### src/rtl/core/hts_pkg.sv
// Package for the HTML tag stripper with entity decode.
// Holds the entity table, character codes and the queue entry type.
// No dependencies.
package hts_pkg;

  localparam int NUM_ENT      = 6;
  localparam int PREFIX_DEPTH = 5;
  localparam int MAX_RES      = 6;
  localparam int CNT_W        = 3;
  localparam int QUEUE_DEPTH  = 4;
  localparam int QPTR_W       = 2;
  localparam int QCNT_W       = 3;

  localparam logic [7:0] CH_LT  = 8'h3C;
  localparam logic [7:0] CH_GT  = 8'h3E;
  localparam logic [7:0] CH_AMP = 8'h26;

  // Entity indexes, in match priority order.
  localparam logic [2:0] ENT_AMP  = 3'd0;
  localparam logic [2:0] ENT_QUOT = 3'd1;
  localparam logic [2:0] ENT_APOS = 3'd2;
  localparam logic [2:0] ENT_LT   = 3'd3;
  localparam logic [2:0] ENT_GT   = 3'd4;
  localparam logic [2:0] ENT_NBSP = 3'd5;

  // Match result of the held prefix plus the incoming byte.
  localparam logic [1:0] MATCH_NONE = 2'd0;
  localparam logic [1:0] MATCH_PART = 2'd1;
  localparam logic [1:0] MATCH_FULL = 2'd2;

  // One request's worth of results, queued between front and back.
  typedef struct packed {
    logic [MAX_RES-1:0][7:0] res_bytes;
    logic [CNT_W-1:0]        res_count;
    logic                    last;
  } hts_entry_t;

  // Entity text, first character in the top byte, zero padded.
  function automatic logic [47:0] ent_text(input logic [2:0] k);
    logic [47:0] t;
    unique case (k)
      ENT_AMP:  t = {"&amp;", 8'h00};
      ENT_QUOT: t = "&quot;";
      ENT_APOS: t = "&apos;";
      ENT_LT:   t = {"&lt;", 16'h0000};
      ENT_GT:   t = {"&gt;", 16'h0000};
      ENT_NBSP: t = "&nbsp;";
      default:  t = '0;
    endcase
    return t;
  endfunction

  function automatic logic [2:0] ent_len(input logic [2:0] k);
    logic [2:0] n;
    unique case (k)
      ENT_AMP:  n = 3'd5;
      ENT_QUOT: n = 3'd6;
      ENT_APOS: n = 3'd6;
      ENT_LT:   n = 3'd4;
      ENT_GT:   n = 3'd4;
      ENT_NBSP: n = 3'd6;
      default:  n = 3'd0;
    endcase
    return n;
  endfunction

  function automatic logic [7:0] ent_decoded(input logic [2:0] k);
    logic [7:0] d;
    unique case (k)
      ENT_AMP:  d = 8'h26;
      ENT_QUOT: d = 8'h22;
      ENT_APOS: d = 8'h27;
      ENT_LT:   d = 8'h3C;
      ENT_GT:   d = 8'h3E;
      ENT_NBSP: d = 8'h20;
      default:  d = 8'h00;
    endcase
    return d;
  endfunction

endpackage

### src/rtl/core/hts_if.sv
// Valid/ready stream interfaces for the tag stripper.
// Input carries raw bytes, output carries plain-text results. No dependencies.
interface hts_in_if;
  logic       valid;
  logic       ready;
  logic [7:0] in_char;
  logic       in_last;
  modport source (output valid, output in_char, output in_last, input ready);
  modport sink   (input valid, input in_char, input in_last, output ready);
endinterface

interface hts_out_if;
  logic       valid;
  logic       ready;
  logic [7:0] out_char;
  logic       char_valid;
  logic       out_last;
  modport source (output valid, output out_char, output char_valid, output out_last,
                  input ready);
  modport sink   (input valid, input out_char, input char_valid, input out_last,
                  output ready);
endinterface

### src/rtl/core/hts_front.sv
// Front end: accepts bytes, tracks tag and entity prefix state, and builds
// the list of results each byte causes. Uses hts_pkg and hts_in_if.
module hts_front (
  input  logic                clk,
  input  logic                rst_n,
  hts_in_if.sink              in_chan,
  input  logic                q_full,
  output logic                push,
  output hts_pkg::hts_entry_t push_entry
);

  logic                      accept;
  logic                      tag_r, tag_nxt;
  logic [hts_pkg::CNT_W-1:0] pcount_r, pcount_nxt;
  logic [7:0]                prefix_r   [hts_pkg::PREFIX_DEPTH];
  logic [7:0]                prefix_nxt [hts_pkg::PREFIX_DEPTH];
  logic [1:0]                match;
  logic [2:0]                match_idx;
  logic [hts_pkg::MAX_RES-1:0][7:0] rb;
  logic [hts_pkg::CNT_W-1:0]        rc;
  logic [hts_pkg::CNT_W-1:0]        rc_base;
  logic                             plain_go;

  assign in_chan.ready = !q_full;
  assign accept        = in_chan.valid && !q_full;

  // Lowest-indexed entity that agrees with held prefix plus this byte wins.
  always_comb begin
    logic        ok;
    logic [47:0] txt;
    logic [3:0]  len;
    match     = hts_pkg::MATCH_NONE;
    match_idx = '0;
    for (int k = hts_pkg::NUM_ENT - 1; k >= 0; k--) begin
      txt = hts_pkg::ent_text(3'(k));
      len = {1'b0, hts_pkg::ent_len(3'(k))};
      ok  = ({1'b0, pcount_r} + 4'd1) <= len;
      for (int i = 0; i < hts_pkg::PREFIX_DEPTH; i++) begin
        if ((3'(i) < pcount_r) && (prefix_r[i] != txt[47 - 8*i -: 8])) ok = 1'b0;
      end
      if (ok && (txt[47 - 8*int'(pcount_r) -: 8] != in_chan.in_char)) ok = 1'b0;
      if (ok) begin
        match_idx = 3'(k);
        match     = (({1'b0, pcount_r} + 4'd1) == len) ? hts_pkg::MATCH_FULL
                                                       : hts_pkg::MATCH_PART;
      end
    end
  end

  always_comb begin
    tag_nxt    = tag_r;
    pcount_nxt = pcount_r;
    prefix_nxt = prefix_r;
    rb         = '0;
    rc         = '0;
    rc_base    = '0;
    plain_go   = 1'b0;
    if (tag_r) begin
      if (in_chan.in_char == hts_pkg::CH_GT) tag_nxt = 1'b0;
    end else if (pcount_r != '0) begin
      if (match == hts_pkg::MATCH_FULL) begin
        rb[0]      = hts_pkg::ent_decoded(match_idx);
        rc         = 3'd1;
        pcount_nxt = '0;
      end else if ((match == hts_pkg::MATCH_PART) &&
                   (pcount_r < 3'(hts_pkg::PREFIX_DEPTH))) begin
        prefix_nxt[pcount_r] = in_chan.in_char;
        pcount_nxt           = pcount_r + 3'd1;
      end else begin
        // Broken prefix: release held bytes, then treat the byte as fresh.
        for (int p = 0; p < hts_pkg::PREFIX_DEPTH; p++) begin
          if (3'(p) < pcount_r) rb[p] = prefix_r[p];
        end
        rc         = pcount_r;
        pcount_nxt = '0;
        plain_go   = 1'b1;
      end
    end else begin
      plain_go = 1'b1;
    end

    if (plain_go) begin
      if (in_chan.in_char == hts_pkg::CH_LT) begin
        tag_nxt = 1'b1;
      end else if (in_chan.in_char == hts_pkg::CH_AMP) begin
        prefix_nxt[0] = in_chan.in_char;
        pcount_nxt    = 3'd1;
      end else begin
        rb[rc] = in_chan.in_char;
        rc     = rc + 3'd1;
      end
    end

    // End of text: flush whatever prefix is still held.
    if (in_chan.in_last) begin
      rc_base = rc;
      for (int p = 0; p < hts_pkg::MAX_RES; p++) begin
        for (int j = 0; j < hts_pkg::PREFIX_DEPTH; j++) begin
          if ((3'(j) < pcount_nxt) && ((int'(rc_base) + j) == p)) rb[p] = prefix_nxt[j];
        end
      end
      rc         = rc_base + pcount_nxt;
      tag_nxt    = 1'b0;
      pcount_nxt = '0;
    end
  end

  assign push                 = accept && ((rc != '0) || in_chan.in_last);
  assign push_entry.res_bytes = rb;
  assign push_entry.res_count = rc;
  assign push_entry.last      = in_chan.in_last;

  always_ff @(posedge clk) begin
    if (!rst_n) begin
      tag_r    <= 1'b0;
      pcount_r <= '0;
    end else if (accept) begin
      tag_r    <= tag_nxt;
      pcount_r <= pcount_nxt;
    end
  end

  always_ff @(posedge clk) begin
    if (accept) prefix_r <= prefix_nxt;
  end

`ifndef SYNTHESIS
  a_tag_prefix_excl: assert property (@(posedge clk) disable iff (!rst_n)
    !(tag_r && (pcount_r != '0)))
    else $error("tag and entity prefix active together");

  a_last_clears: assert property (@(posedge clk) disable iff (!rst_n)
    (accept && in_chan.in_last) |=> (!tag_r && (pcount_r == '0)))
    else $error("state not cleared after end of text");
`endif

endmodule

### src/rtl/core/hts_queue.sv
// Short FIFO of result lists between the front and back ends.
// Uses hts_pkg.
module hts_queue (
  input  logic                clk,
  input  logic                rst_n,
  input  logic                push,
  input  hts_pkg::hts_entry_t push_entry,
  input  logic                pop,
  output logic                full,
  output logic                head_valid,
  output hts_pkg::hts_entry_t head
);

  hts_pkg::hts_entry_t        mem_r [hts_pkg::QUEUE_DEPTH];
  logic [hts_pkg::QPTR_W-1:0] wr_ptr_r, rd_ptr_r;
  logic [hts_pkg::QCNT_W-1:0] cnt_r, cnt_nxt;

  assign full       = (cnt_r == hts_pkg::QCNT_W'(hts_pkg::QUEUE_DEPTH));
  assign head_valid = (cnt_r != '0);
  assign head       = mem_r[rd_ptr_r];

  always_comb begin
    cnt_nxt = cnt_r;
    if (push && !pop) cnt_nxt = cnt_r + 1'b1;
    else if (!push && pop) cnt_nxt = cnt_r - 1'b1;
  end

  always_ff @(posedge clk) begin
    if (!rst_n) begin
      wr_ptr_r <= '0;
      rd_ptr_r <= '0;
      cnt_r    <= '0;
    end else begin
      if (push) wr_ptr_r <= wr_ptr_r + 1'b1;
      if (pop)  rd_ptr_r <= rd_ptr_r + 1'b1;
      cnt_r <= cnt_nxt;
    end
  end

  always_ff @(posedge clk) begin
    if (push) mem_r[wr_ptr_r] <= push_entry;
  end

`ifndef SYNTHESIS
  a_no_overflow: assert property (@(posedge clk) disable iff (!rst_n)
    push |-> !full)
    else $error("push into full queue");

  a_cnt_bound: assert property (@(posedge clk) disable iff (!rst_n)
    cnt_r <= hts_pkg::QCNT_W'(hts_pkg::QUEUE_DEPTH))
    else $error("queue count out of range");
`endif

endmodule

### src/rtl/core/hts_back.sv
// Back end: walks the head result list one byte per cycle, while the output is not
// stalled, into a registered output stage. Uses hts_pkg and hts_out_if.
module hts_back (
  input  logic                clk,
  input  logic                rst_n,
  input  logic                head_valid,
  input  hts_pkg::hts_entry_t head,
  output logic                pop,
  hts_out_if.source           out_chan
);

  logic [hts_pkg::CNT_W-1:0] idx_r;
  logic                      ov_r;
  logic [7:0]                char_r;
  logic                      cvalid_r;
  logic                      last_r;
  logic                      fire;
  logic                      last_res;

  assign fire     = head_valid && (!ov_r || out_chan.ready);
  assign last_res = (head.res_count == '0) || (idx_r == (head.res_count - 3'd1));
  assign pop      = fire && last_res;

  assign out_chan.valid      = ov_r;
  assign out_chan.out_char   = char_r;
  assign out_chan.char_valid = cvalid_r;
  assign out_chan.out_last   = last_r;

  always_ff @(posedge clk) begin
    if (!rst_n) begin
      ov_r  <= 1'b0;
      idx_r <= '0;
    end else begin
      if (fire) ov_r <= 1'b1;
      else if (out_chan.ready) ov_r <= 1'b0;
      if (fire) idx_r <= last_res ? '0 : idx_r + 3'd1;
    end
  end

  // A list with no bytes is a bare end marker.
  always_ff @(posedge clk) begin
    if (fire) begin
      char_r   <= (head.res_count == '0) ? 8'h00 : head.res_bytes[idx_r];
      cvalid_r <= (head.res_count != '0);
      last_r   <= head.last && last_res;
    end
  end

`ifndef SYNTHESIS
  a_idx_in_list: assert property (@(posedge clk) disable iff (!rst_n)
    (head_valid && (head.res_count != '0)) |-> (idx_r < head.res_count))
    else $error("result index beyond list");
`endif

endmodule

### src/rtl/core/html_tag_strip_entity_decode.sv
// HTML tag stripper with entity decode: drops tags, decodes six named entities.
// The first result of a request passes through the queue and the registered output stage.
// Throughput: one request per cycle while each yields at most one result and the
// output is not stalled; a request yielding n results sends n outputs; four queued lists.
// Reset (synchronous, active low) clears tag/prefix state, queue and output.
// Uses hts_pkg, hts_if, hts_front, hts_queue and hts_back.
module html_tag_strip_entity_decode (
  input  logic       clk,
  input  logic       rst_n,
  hts_in_if.sink     in_chan,
  hts_out_if.source  out_chan
);

  logic                q_push;
  logic                q_pop;
  logic                q_full;
  logic                q_head_valid;
  hts_pkg::hts_entry_t q_push_entry;
  hts_pkg::hts_entry_t q_head;

  hts_front u_front (
    .clk        (clk),
    .rst_n      (rst_n),
    .in_chan    (in_chan),
    .q_full     (q_full),
    .push       (q_push),
    .push_entry (q_push_entry)
  );

  hts_queue u_queue (
    .clk        (clk),
    .rst_n      (rst_n),
    .push       (q_push),
    .push_entry (q_push_entry),
    .pop        (q_pop),
    .full       (q_full),
    .head_valid (q_head_valid),
    .head       (q_head)
  );

  hts_back u_back (
    .clk        (clk),
    .rst_n      (rst_n),
    .head_valid (q_head_valid),
    .head       (q_head),
    .pop        (q_pop),
    .out_chan   (out_chan)
  );

endmodule

### src/flat_wrapper.sv
// flat-port wrapper written by rule: the top's interface ports become plain ports
module html_tag_strip_entity_decode_flat 
  (clk, rst_n, in_chan_valid, in_chan_in_char, in_chan_in_last, in_chan_ready, out_chan_valid, out_chan_out_char, out_chan_char_valid, out_chan_out_last, out_chan_ready);
  hts_in_if in_chan_i ();
  hts_out_if out_chan_i ();
  input  logic clk;
  input  logic rst_n;
  input wire logic [$bits(in_chan_i.valid)-1:0] in_chan_valid;
  input wire logic [$bits(in_chan_i.in_char)-1:0] in_chan_in_char;
  input wire logic [$bits(in_chan_i.in_last)-1:0] in_chan_in_last;
  output wire logic [$bits(in_chan_i.ready)-1:0] in_chan_ready;
  output wire logic [$bits(out_chan_i.valid)-1:0] out_chan_valid;
  output wire logic [$bits(out_chan_i.out_char)-1:0] out_chan_out_char;
  output wire logic [$bits(out_chan_i.char_valid)-1:0] out_chan_char_valid;
  output wire logic [$bits(out_chan_i.out_last)-1:0] out_chan_out_last;
  input wire logic [$bits(out_chan_i.ready)-1:0] out_chan_ready;
  assign in_chan_i.valid = in_chan_valid;
  assign in_chan_i.in_char = in_chan_in_char;
  assign in_chan_i.in_last = in_chan_in_last;
  assign in_chan_ready = in_chan_i.ready;
  assign out_chan_valid = out_chan_i.valid;
  assign out_chan_out_char = out_chan_i.out_char;
  assign out_chan_char_valid = out_chan_i.char_valid;
  assign out_chan_out_last = out_chan_i.out_last;
  assign out_chan_i.ready = out_chan_ready;
  html_tag_strip_entity_decode u_core (.clk(clk), .rst_n(rst_n), .in_chan(in_chan_i), .out_chan(out_chan_i));
endmodule
### config.mk
export PLATFORM = sky130hd
export DESIGN_NAME = html_tag_strip_entity_decode_flat
export DESIGN_NICKNAME = d
export VERILOG_FILES = /design/src/rtl/core/hts_pkg.sv /design/src/rtl/core/hts_if.sv /design/src/rtl/core/hts_front.sv /design/src/rtl/core/hts_queue.sv /design/src/rtl/core/hts_back.sv /design/src/rtl/core/html_tag_strip_entity_decode.sv /design/src/flat_wrapper.sv
export SDC_FILE = /design/constraint.sdc
export NUM_CORES = 1
export LEC_CHECK = 0
export BUFFER_PORTS_ARGS = -buffer_cell sky130_fd_sc_hd__buf_4
export CAP_MARGIN = 20
export CORE_MARGIN = 1.5
export CORE_UTILIZATION = 62
export DETAILED_ROUTE_END_ITERATION = 10
export HOLD_SLACK_MARGIN = 0.12
export PLACE_DENSITY = 0.79
export SYNTH_ARGS = -nofsm -noshare
export SYNTH_HDL_FRONTEND = slang
export SYNTH_SLANG_ARGS = --single-unit
### constraint.sdc
create_clock -name clk -period 14.7 [get_ports clk]
set_clock_uncertainty 0.15 [all_clocks]
set_input_delay 0.735 -clock clk [delete_from_list [all_inputs] [get_ports clk]]
set_output_delay 0.735 -clock clk [all_outputs]
set_load 0.005 [all_outputs]
==> impl_metrics.py, run 1 <==
metrics = {
    "status": {
        "outcome": "completed",
    },
    "pwr": {
        "power.density_mw_per_mm2": 138,
        "p_seq_share_pct": 44.9,
        "leakage_nw": 5.51,
        "power.share.combinational_pct": 23.6,
        "internal_power_mw": 1.63,
        "ir_drop_mv": 0.116,
        "p_sw_mw": 0.656,
        "sw_frac_of_total_pct": 28.7,
        "p_clk_share_pct": 31.5,
    },
    "placed_design": {
        "gp_congestion": 1.02,
        "place_hpwl_mm": 32.1,
        "port_buffers": 24,
        "placed_cell_area_mm2": 0.0157,
        "dp_cells": 1496,
    },
    "timing": {
        "whs_ns": 0.359,
        "maxSlewViolCount": 0,
        "setup_viol": 0,
        "fin_crit_sh_pct": 56.0,
        "tns_ns": 0,
        "finalHoldViolCount": 0,
        "rsz0062_at_grt": "false",
        "slew_headroom_pct": 27.3,
        "max_freq_mhz": 122,
        "worst_pin_slew_ns": 1.09,
        "finalCriticalPeriod_ns": 8.23,
    },
    "cts": {
        "clock_sinks": 275,
        "cts_tree": "done",
        "cts_hold_buf": 0,
        "path_clk_slew_ns": 0.07,
        "clockBufferDepth": 3,
        "cts_setup_buffers": 0,
        "htreeDepth": 1,
        "clk_latency_ns": 0.57,
        "numCtsBuffers": 27,
        "cts_resized": 0,
        "cts-root-buf": "clkbuf_16",
    },
    "global_routing": {
        "antenna_found_initial": 1,
        "overflow": 0,
        "grt_pass1_wl_mm": 70.2,
        "grt_max_degree": 57,
        "use_met1_pct": 51.0,
        "grt.busiest_layer": "met2",
        "use_met3_pct": 6.53,
        "grt_pass1_vias": 10900,
        "grtUsageTotal_pct": 36.7,
        "grt.met2_usage_pct": 57.5,
    },
    "logic_synthesis": {
        "syn_nets": 1256,
        "ys_seq_area_share_pct": 52.6,
        "netlist_instances": 1219,
        "synth_top_area_share_pct": 50.4,
        "synth_seq_cells": 275,
        "ys_warn_count": 0,
        "synthTopCellsByArea": "edfxtp_1 (50%), mux4_2 (8.8%), dfxtp_1 (2.2%)",
        "ys.flop_type": "edfxtp_1",
        "ys_types": 103,
        "synth_edf_count": 258,
        "syn_area_per_cell_um2": 12.6,
        "async_reset_ff_share_pct": 0,
        "syn_area_mm2": 0.0154,
        "yosys.area.top_type": "edfxtp_1",
    },
    "final_layout": {
        "fin_cells": 1548,
        "final.fill_count": 1678,
        "n_antenna_cell": 0,
        "multi_input_area_mm2": 0.00668,
        "final_nets": 1240,
        "drive_gt1_share_pct": 17.3,
        "postLayoutCellArea_mm2": 0.0166,
        "syn2layout_area_growth_pct": 8.16,
        "regArea_mm2": 0.00809,
    },
    "setup_path": {
        "path_cells": "clkinv_1, ha_1, nor4bb_1, a31oi_1, a311o_1, a2111oi_1, and3b_1, a2111o_1, nand3_1, nand2_1, nor3_1, ha_1, nand2_1, xnor2_1, a211oi_2, inv_1, ha_1, o21bai_1, or4_1, o221ai_1",
        "crit_path_end_kind": "flip-flop",
        "cpLargestDelayFamily": "compound AO/OA/AOI/OAI gates",
        "crit_top_cell": "ha_1",
        "path_class": "reg2reg",
        "path_max_fanout": 31,
        "slowest_stage": "ha_1",
        "cp-start-kind": "flip-flop",
        "cp.arrival_ns": 8.35,
        "worst-path-buf-inv": 2,
        "slowest_delay_ns": 1.14,
        "worstPathRequired_ns": 14.83,
    },
    "floorplan": {
        "die_area_mm2": 0.0257,
        "chipHeight_um": 160,
        "start_util_pct": 63.2,
        "core_area_mm2": 0.0243,
        "die_width_um": 160,
        "row_count": 57,
        "num_io_pins": 25,
    },
    "detailed_routing": {
        "drt_iter0_markers": 1936,
        "ant_nets": 0,
        "first_pass_iters": 6,
        "vias": 11500,
        "drt-total-wl_mm": 46.9,
        "detail_route.wl_per_cell_um": 30.3,
        "viasPerCell": 7.43,
        "drc": 0,
    },
    "worst_hold_path": {
        "hp-class": "in2reg",
    },
    "run": {
        "drv_cap": 0,
    },
}
## metal layers
layer	vias up	routed length, um
met5	-	0
met4	0	2300
met3	162	4430
met2	800	21700
met1	5683	18400
li1	4859	-
## power by group through the flow
stage          combinational, mW  sequential (mW)  clock (mW)
3_3_place_gp               0.520             1.03           0
4_1_cts                    0.541             1.03       0.721
6_report                   0.540             1.03       0.721
3_5_place_dp               0.533             1.04           0
2_1_floorplan              0.372             1.01           0
5_1_grt                    0.574             1.04       0.746
## cells in the mapped netlist, types with 15 or more instances
library cell  instances
clkbuf_1             54
nor3_1               32
a31oi_1              17
inv_1                44
ha_1                 22
mux2_2               25
dfxtp_1              17
a21oi_1              47
o21ai_0              26
nand4_1              15
o22ai_1              17
mux2i_1              24
edfxtp_1            258
a22oi_1              36
nand2_1              52
o31ai_1              15
mux4_2               60
nand3_1              20
and2_1               21
nor2b_1              17
nor2_1               66
## cell type report
type	count	share of cell area [%]
Sequential cell	275	48.7
Multi-Input combinational cell	804	40.2
Clock inverter	13	0.971
Tap cell	324	2.44
Clock buffer	37	4.59
Timing Repair Buffer	44	1.96
Inverter	51	1.15
## worst reg2reg max path, stage by stage (launching register included)
cell and delay, ns:
dfxtp_1 0.33, clkinv_1 0.34, ha_1 1.14, nor4bb_1 0.37, a31oi_1 0.07, a311o_1 0.37
a2111oi_1 0.45, and3b_1 0.28, a2111o_1 0.20, nand3_1 0.54, nand2_1 0.48, nor3_1 0.10
ha_1 0.20, nand2_1 0.07, xnor2_1 0.08, a211oi_2 0.63, inv_1 0.15, ha_1 0.34
o21bai_1 0.35, or4_1 0.75, o221ai_1 0.54
## cells in the final DEF, fill, tap and decap left out, drive strengths merged, types with 17 or more instances in the layout
cell	count
buf	42
inv	51
a22oi	36
edfxtp	258
a21oi	48
nand2	52
clkbuf	39
nor3	34
and2	22
nor2	66
mux2i	24
mux4	60
mux2	25
o21ai	33
ha	22
nand3	20
nor2b	17
a31oi	17
dfxtp	17
o22ai	18
## logic make-up (layout without fill, tap and decap cells)
kind of cell | after synthesis | in the layout | share of synthesized area, %
DFF | 275 | 275 | 52.6
adders and majority gates | 24 | 24 | 2.05
muxes | 109 | 109 | 12.2
AOI/OAI and AO/OA | 320 | 320 | 15.8
and+or+nand+nor | 330 | 330 | 12.2
buffers and inverters | 140 | 145 | 3.93
xor gates and xnor gates | 21 | 21 | 1.20
## through the flow
step / utilization (%) / setup slack, ns / power (mW)
floorplan: - / 8.20 / 1.39
global placement: 64.5 / 6.90 / 1.55
detailed placement: 64.5 / 6.66 / 1.57
CTS: 68.3 / 6.68 / 2.29
global route: 68.3 / 5.73 / 2.36
finish: 68.3 / 6.47 / 2.29
## worst paths after layout
kind | start | to | slack, ns | cells after the start
max | u_core.u_front.pcount_r[1]$_SDFFE_PN0P_ | u_core.u_queue.mem_r[3][39]$_DFFE_PP_ | 6.47 | 20
min | in_chan_in_last | u_core.u_queue.mem_r[0][0]$_DFFE_PP_ | 0.36 | 1
max reg2reg | u_core.u_front.pcount_r[1]$_SDFFE_PN0P_ | u_core.u_queue.mem_r[3][39]$_DFFE_PP_ | 6.47 | 20
min reg2reg | u_core.u_queue.cnt_r[2]$_SDFFE_PN0P_ | u_core.u_queue.cnt_r[2]$_SDFFE_PN0P_ | 0.38 | 2
## flip-flops by register name (all words and copies together) (netlist names), named ones only
signal / count
u_core.u_back.out_chan.char_valid: 1
u_core.u_front.tag_r: 1
u_core.u_back.idx_r: 3
u_core.u_queue.mem_r: 208
u_core.u_queue.cnt_r: 3
u_core.u_back.out_chan.valid: 1
u_core.u_front.prefix_r: 40
u_core.u_front.pcount_r: 3
u_core.u_queue.rd_ptr_r: 2
u_core.u_back.out_chan.out_char: 8
u_core.u_queue.wr_ptr_r: 2
u_core.u_back.out_chan.out_last: 1
(Power assumes the default switching activity.)
==> inputs of run 2 (changes only) <==
==> constraint.sdc (replaced) <==
create_clock -name clk -period 8.05 [get_ports clk]
set_clock_uncertainty 0.15 [all_clocks]
set_input_delay 0.4025 -clock clk [delete_from_list [all_inputs] [get_ports clk]]
set_output_delay 0.4025 -clock clk [all_outputs]
set_load 0.005 [all_outputs]
==> run 2 against run 1 <==
Maximum frequency increased by 8.8%. Final cell count is 0.84% higher. Worst setup slack got worse by 6.0 ns. Highest routed layer unchanged. Critical endpoint is now u_core.u_queue.mem_r[0][12]$_DFFE_PP_. Critical path type unchanged. First-iteration DRC count down 9.5%. Register-to-register slack worse by 6.0 ns. Count of clock-buffer cells in the layout is 8 lower. Power up 86%. Global-route usage is 0.24 points lower. Sequential power increased by 81%. Critical path depth grew 1.
==> impl_metrics.py, run 2 (synthesized netlist as in run 1, its figures left out) <==
metrics = {
    "global_routing": {
        "grt_pass1_vias": 11000,
        "grt_max_degree": 64,
        "antenna_found_initial": 1,
        "grtUsageTotal_pct": 36.5,
        "grt_pass1_wl_mm": 69.7,
        "overflow": 0,
    },
    "timing": {
        "worst_pin_slew_ns": 1.09,
        "slew_headroom_pct": 26.8,
        "rsz0062_at_grt": "false",
        "finalCriticalPeriod_ns": 7.56,
        "fin_crit_sh_pct": 94.0,
        "max_freq_mhz": 132,
        "tns_ns": 0,
        "maxSlewViolCount": 0,
        "setup_viol": 0,
        "finalHoldViolCount": 0,
        "setup_slack_ns": 0.487,
    },
    "worst_hold_path": {
        "hp-class": "in2reg",
        "min-delay-start": "in_chan_valid",
        "min_path_cells": 4,
        "hold_end": "u_core.u_front.tag_r$_SDFFE_PN0P_",
    },
    "final_layout": {
        "mostFrequentLayoutCell": "edfxtp_1",
        "syn2layout_area_growth_pct": 9.30,
        "n_antenna_cell": 0,
        "regArea_mm2": 0.00809,
        "drive_gt1_share_pct": 18.4,
        "largest_reg_flops": 208,
        "final.fill_count": 1711,
        "multi_input_area_mm2": 0.00668,
        "mostFrequentLayoutCells": "edfxtp_1 (258), nor2_1 (66), mux4_2 (60), nand2_1 (52), buf_4 (51)",
        "final_core_util_pct": 69.0,
        "regMostFlops": "u_core.u_queue.mem_r",
        "final_nets": 1253,
    },
    "cts": {
        "clock_sinks": 275,
        "cts_setup_buffers": 0,
        "path_clk_slew_ns": 0.06,
        "clockBufferDepth": 3,
        "cts-root-buf": "clkbuf_16",
        "cts_tree": "done",
        "clk_latency_ns": 0.58,
        "numCtsBuffers": 28,
        "htreeDepth": 1,
    },
    "detailed_routing": {
        "vias": 11600,
        "viasPerCell": 7.42,
        "detail_route.wl_per_cell_um": 29.8,
        "drt_iter0_markers": 1753,
        "ant_nets": 0,
        "first_pass_iters": 6,
        "drt-total-wl_mm": 46.5,
        "drc": 0,
    },
    "setup_path": {
        "r2r_end": "u_core.u_queue.mem_r[0][12]$_DFFE_PP_",
        "crit_top_cell": "ha_1",
        "path_cells": "buf_4, ha_1, nor4b_4, xnor2_1, a31oi_1, or2_1, a2111oi_0, a2111o_1, nand3_1, nand2_1, nor3_1, ha_1, a21oi_1, o41a_4, nand2b_4, inv_1, ha_1, o21ai_1, o32ai_1, a22oi_1, a22oi_1",
        "slowest_stage": "o32ai_1",
        "crit_path_start": "u_core.u_front.pcount_r[1]$_SDFFE_PN0P_",
        "reg2reg_slack_ns": 0.49,
        "cp.arrival_ns": 7.69,
        "cpLargestDelayFamily": "compound AO/OA/AOI/OAI gates",
        "worst-path-buf-inv": 2,
        "path_max_fanout": 41,
        "reg2reg_depth": 21,
        "cp-start-kind": "flip-flop",
        "crit_path_end_kind": "flip-flop",
        "r2r-start": "u_core.u_front.pcount_r[1]$_SDFFE_PN0P_",
        "path_class": "reg2reg",
        "slowest_delay_ns": 1.01,
        "worstPathRequired_ns": 8.18,
    },
    "status": {
        "outcome": "completed",
    },
    "floorplan": {
        "start_util_pct": 63.2,
        "num_io_pins": 25,
        "die_area_mm2": 0.0257,
        "die_width_um": 160,
        "row_count": 57,
        "chipHeight_um": 160,
        "core_area_mm2": 0.0243,
    },
    "placed_design": {
        "gp_congestion": 1.05,
        "place_hpwl_mm": 32.1,
        "pre_cts_slack_ns": 0.651,
        "port_buffers": 24,
    },
    "pwr": {
        "leakage_nw": 5.60,
        "ir_drop_mv": 0.316,
        "power.density_mw_per_mm2": 253,
        "p_total_mw": 4.25,
    },
    "run": {
        "drv_cap": 0,
    },
}
-- run 2: worst max path at each step --
stage / end / cells past startpoint / slack, ns
after global routing: u_core.u_queue.mem_r[0][12]$_DFFE_PP_ / 21 / 0.16
after global placement: u_core.u_queue.mem_r[0][12]$_DFFE_PP_ / 22 / 0.84
after detailed placement: u_core.u_queue.mem_r[0][12]$_DFFE_PP_ / 22 / 0.65
final: u_core.u_queue.mem_r[0][12]$_DFFE_PP_ / 21 / 0.49
after CTS: u_core.u_queue.mem_r[0][12]$_DFFE_PP_ / 22 / 0.65
after floorplan: u_core.u_queue.mem_r[0][0]$_DFFE_PP_ / 19 / 1.55
-- run 2: metal layers --
layer  share of wire [%]  GRT usage [%]  up-vias
met3                  11           7.13      165
met5                   0              0        -
met1                  38           51.4     5673
met2                  46           57.3      866
li1                    -              -     4886
met4                 4.2           12.4        0
-- run 2: repair_timing --
| action | CTS | global route |
|---|---|---|
| hold buffers | 3 | 0 |
| hold endpoints to repair | 17 | 0 |
| setup endpoints to repair | 0 | 4 |
| gates resized for setup | 0 | 1 |
-- run 2: through the flow --
| step | hold slack, ns | cell area (um^2) | instances |
|---|---|---|---|
| final | 0.195 | 16800 | 1561 |
| after global routing | 0.242 | 16800 | 1561 |
| after CTS | 0.197 | 16800 | 1561 |
| after detailed placement | 0.360 | 15800 | 1507 |
| after global placement | 0.325 | 15800 | 1506 |
| after floorplan | 0.321 | 15400 | 1219 |
-- run 2: report_power, final --
part           internal (mW)  switching (mW)
clock network          0.806           0.574
logic                  0.445           0.557
registers               1.78          0.0857
total                   3.03            1.22
-- run 2: layout make-up --
| type | instances | share of cell area (%) |
|---|---|---|
| Clock buffer | 29 | 4.20 |
| Clock inverter | 22 | 1.67 |
| Inverter | 51 | 1.14 |
| Multi-Input combinational cell | 804 | 39.8 |
| Sequential cell | 275 | 48.2 |
| Tap cell | 324 | 2.41 |
| Timing Repair Buffer | 56 | 2.61 |
-- run 2: worst reg2reg max path, cell delays in order (launching register included) --
cell and delay [ns]:
dfxtp_1 0.33, buf_4 0.41, ha_1 0.85, nor4b_4 0.16, xnor2_1 0.19, a31oi_1 0.10
or2_1 0.29, a2111oi_0 0.71, a2111o_1 0.28, nand3_1 0.27, nand2_1 0.32, nor3_1 0.09
ha_1 0.29, a21oi_1 0.18, o41a_4 0.20, nand2b_4 0.20, inv_1 0.06, ha_1 0.30
o21ai_1 0.22, o32ai_1 1.01, a22oi_1 0.21, a22oi_1 0.49
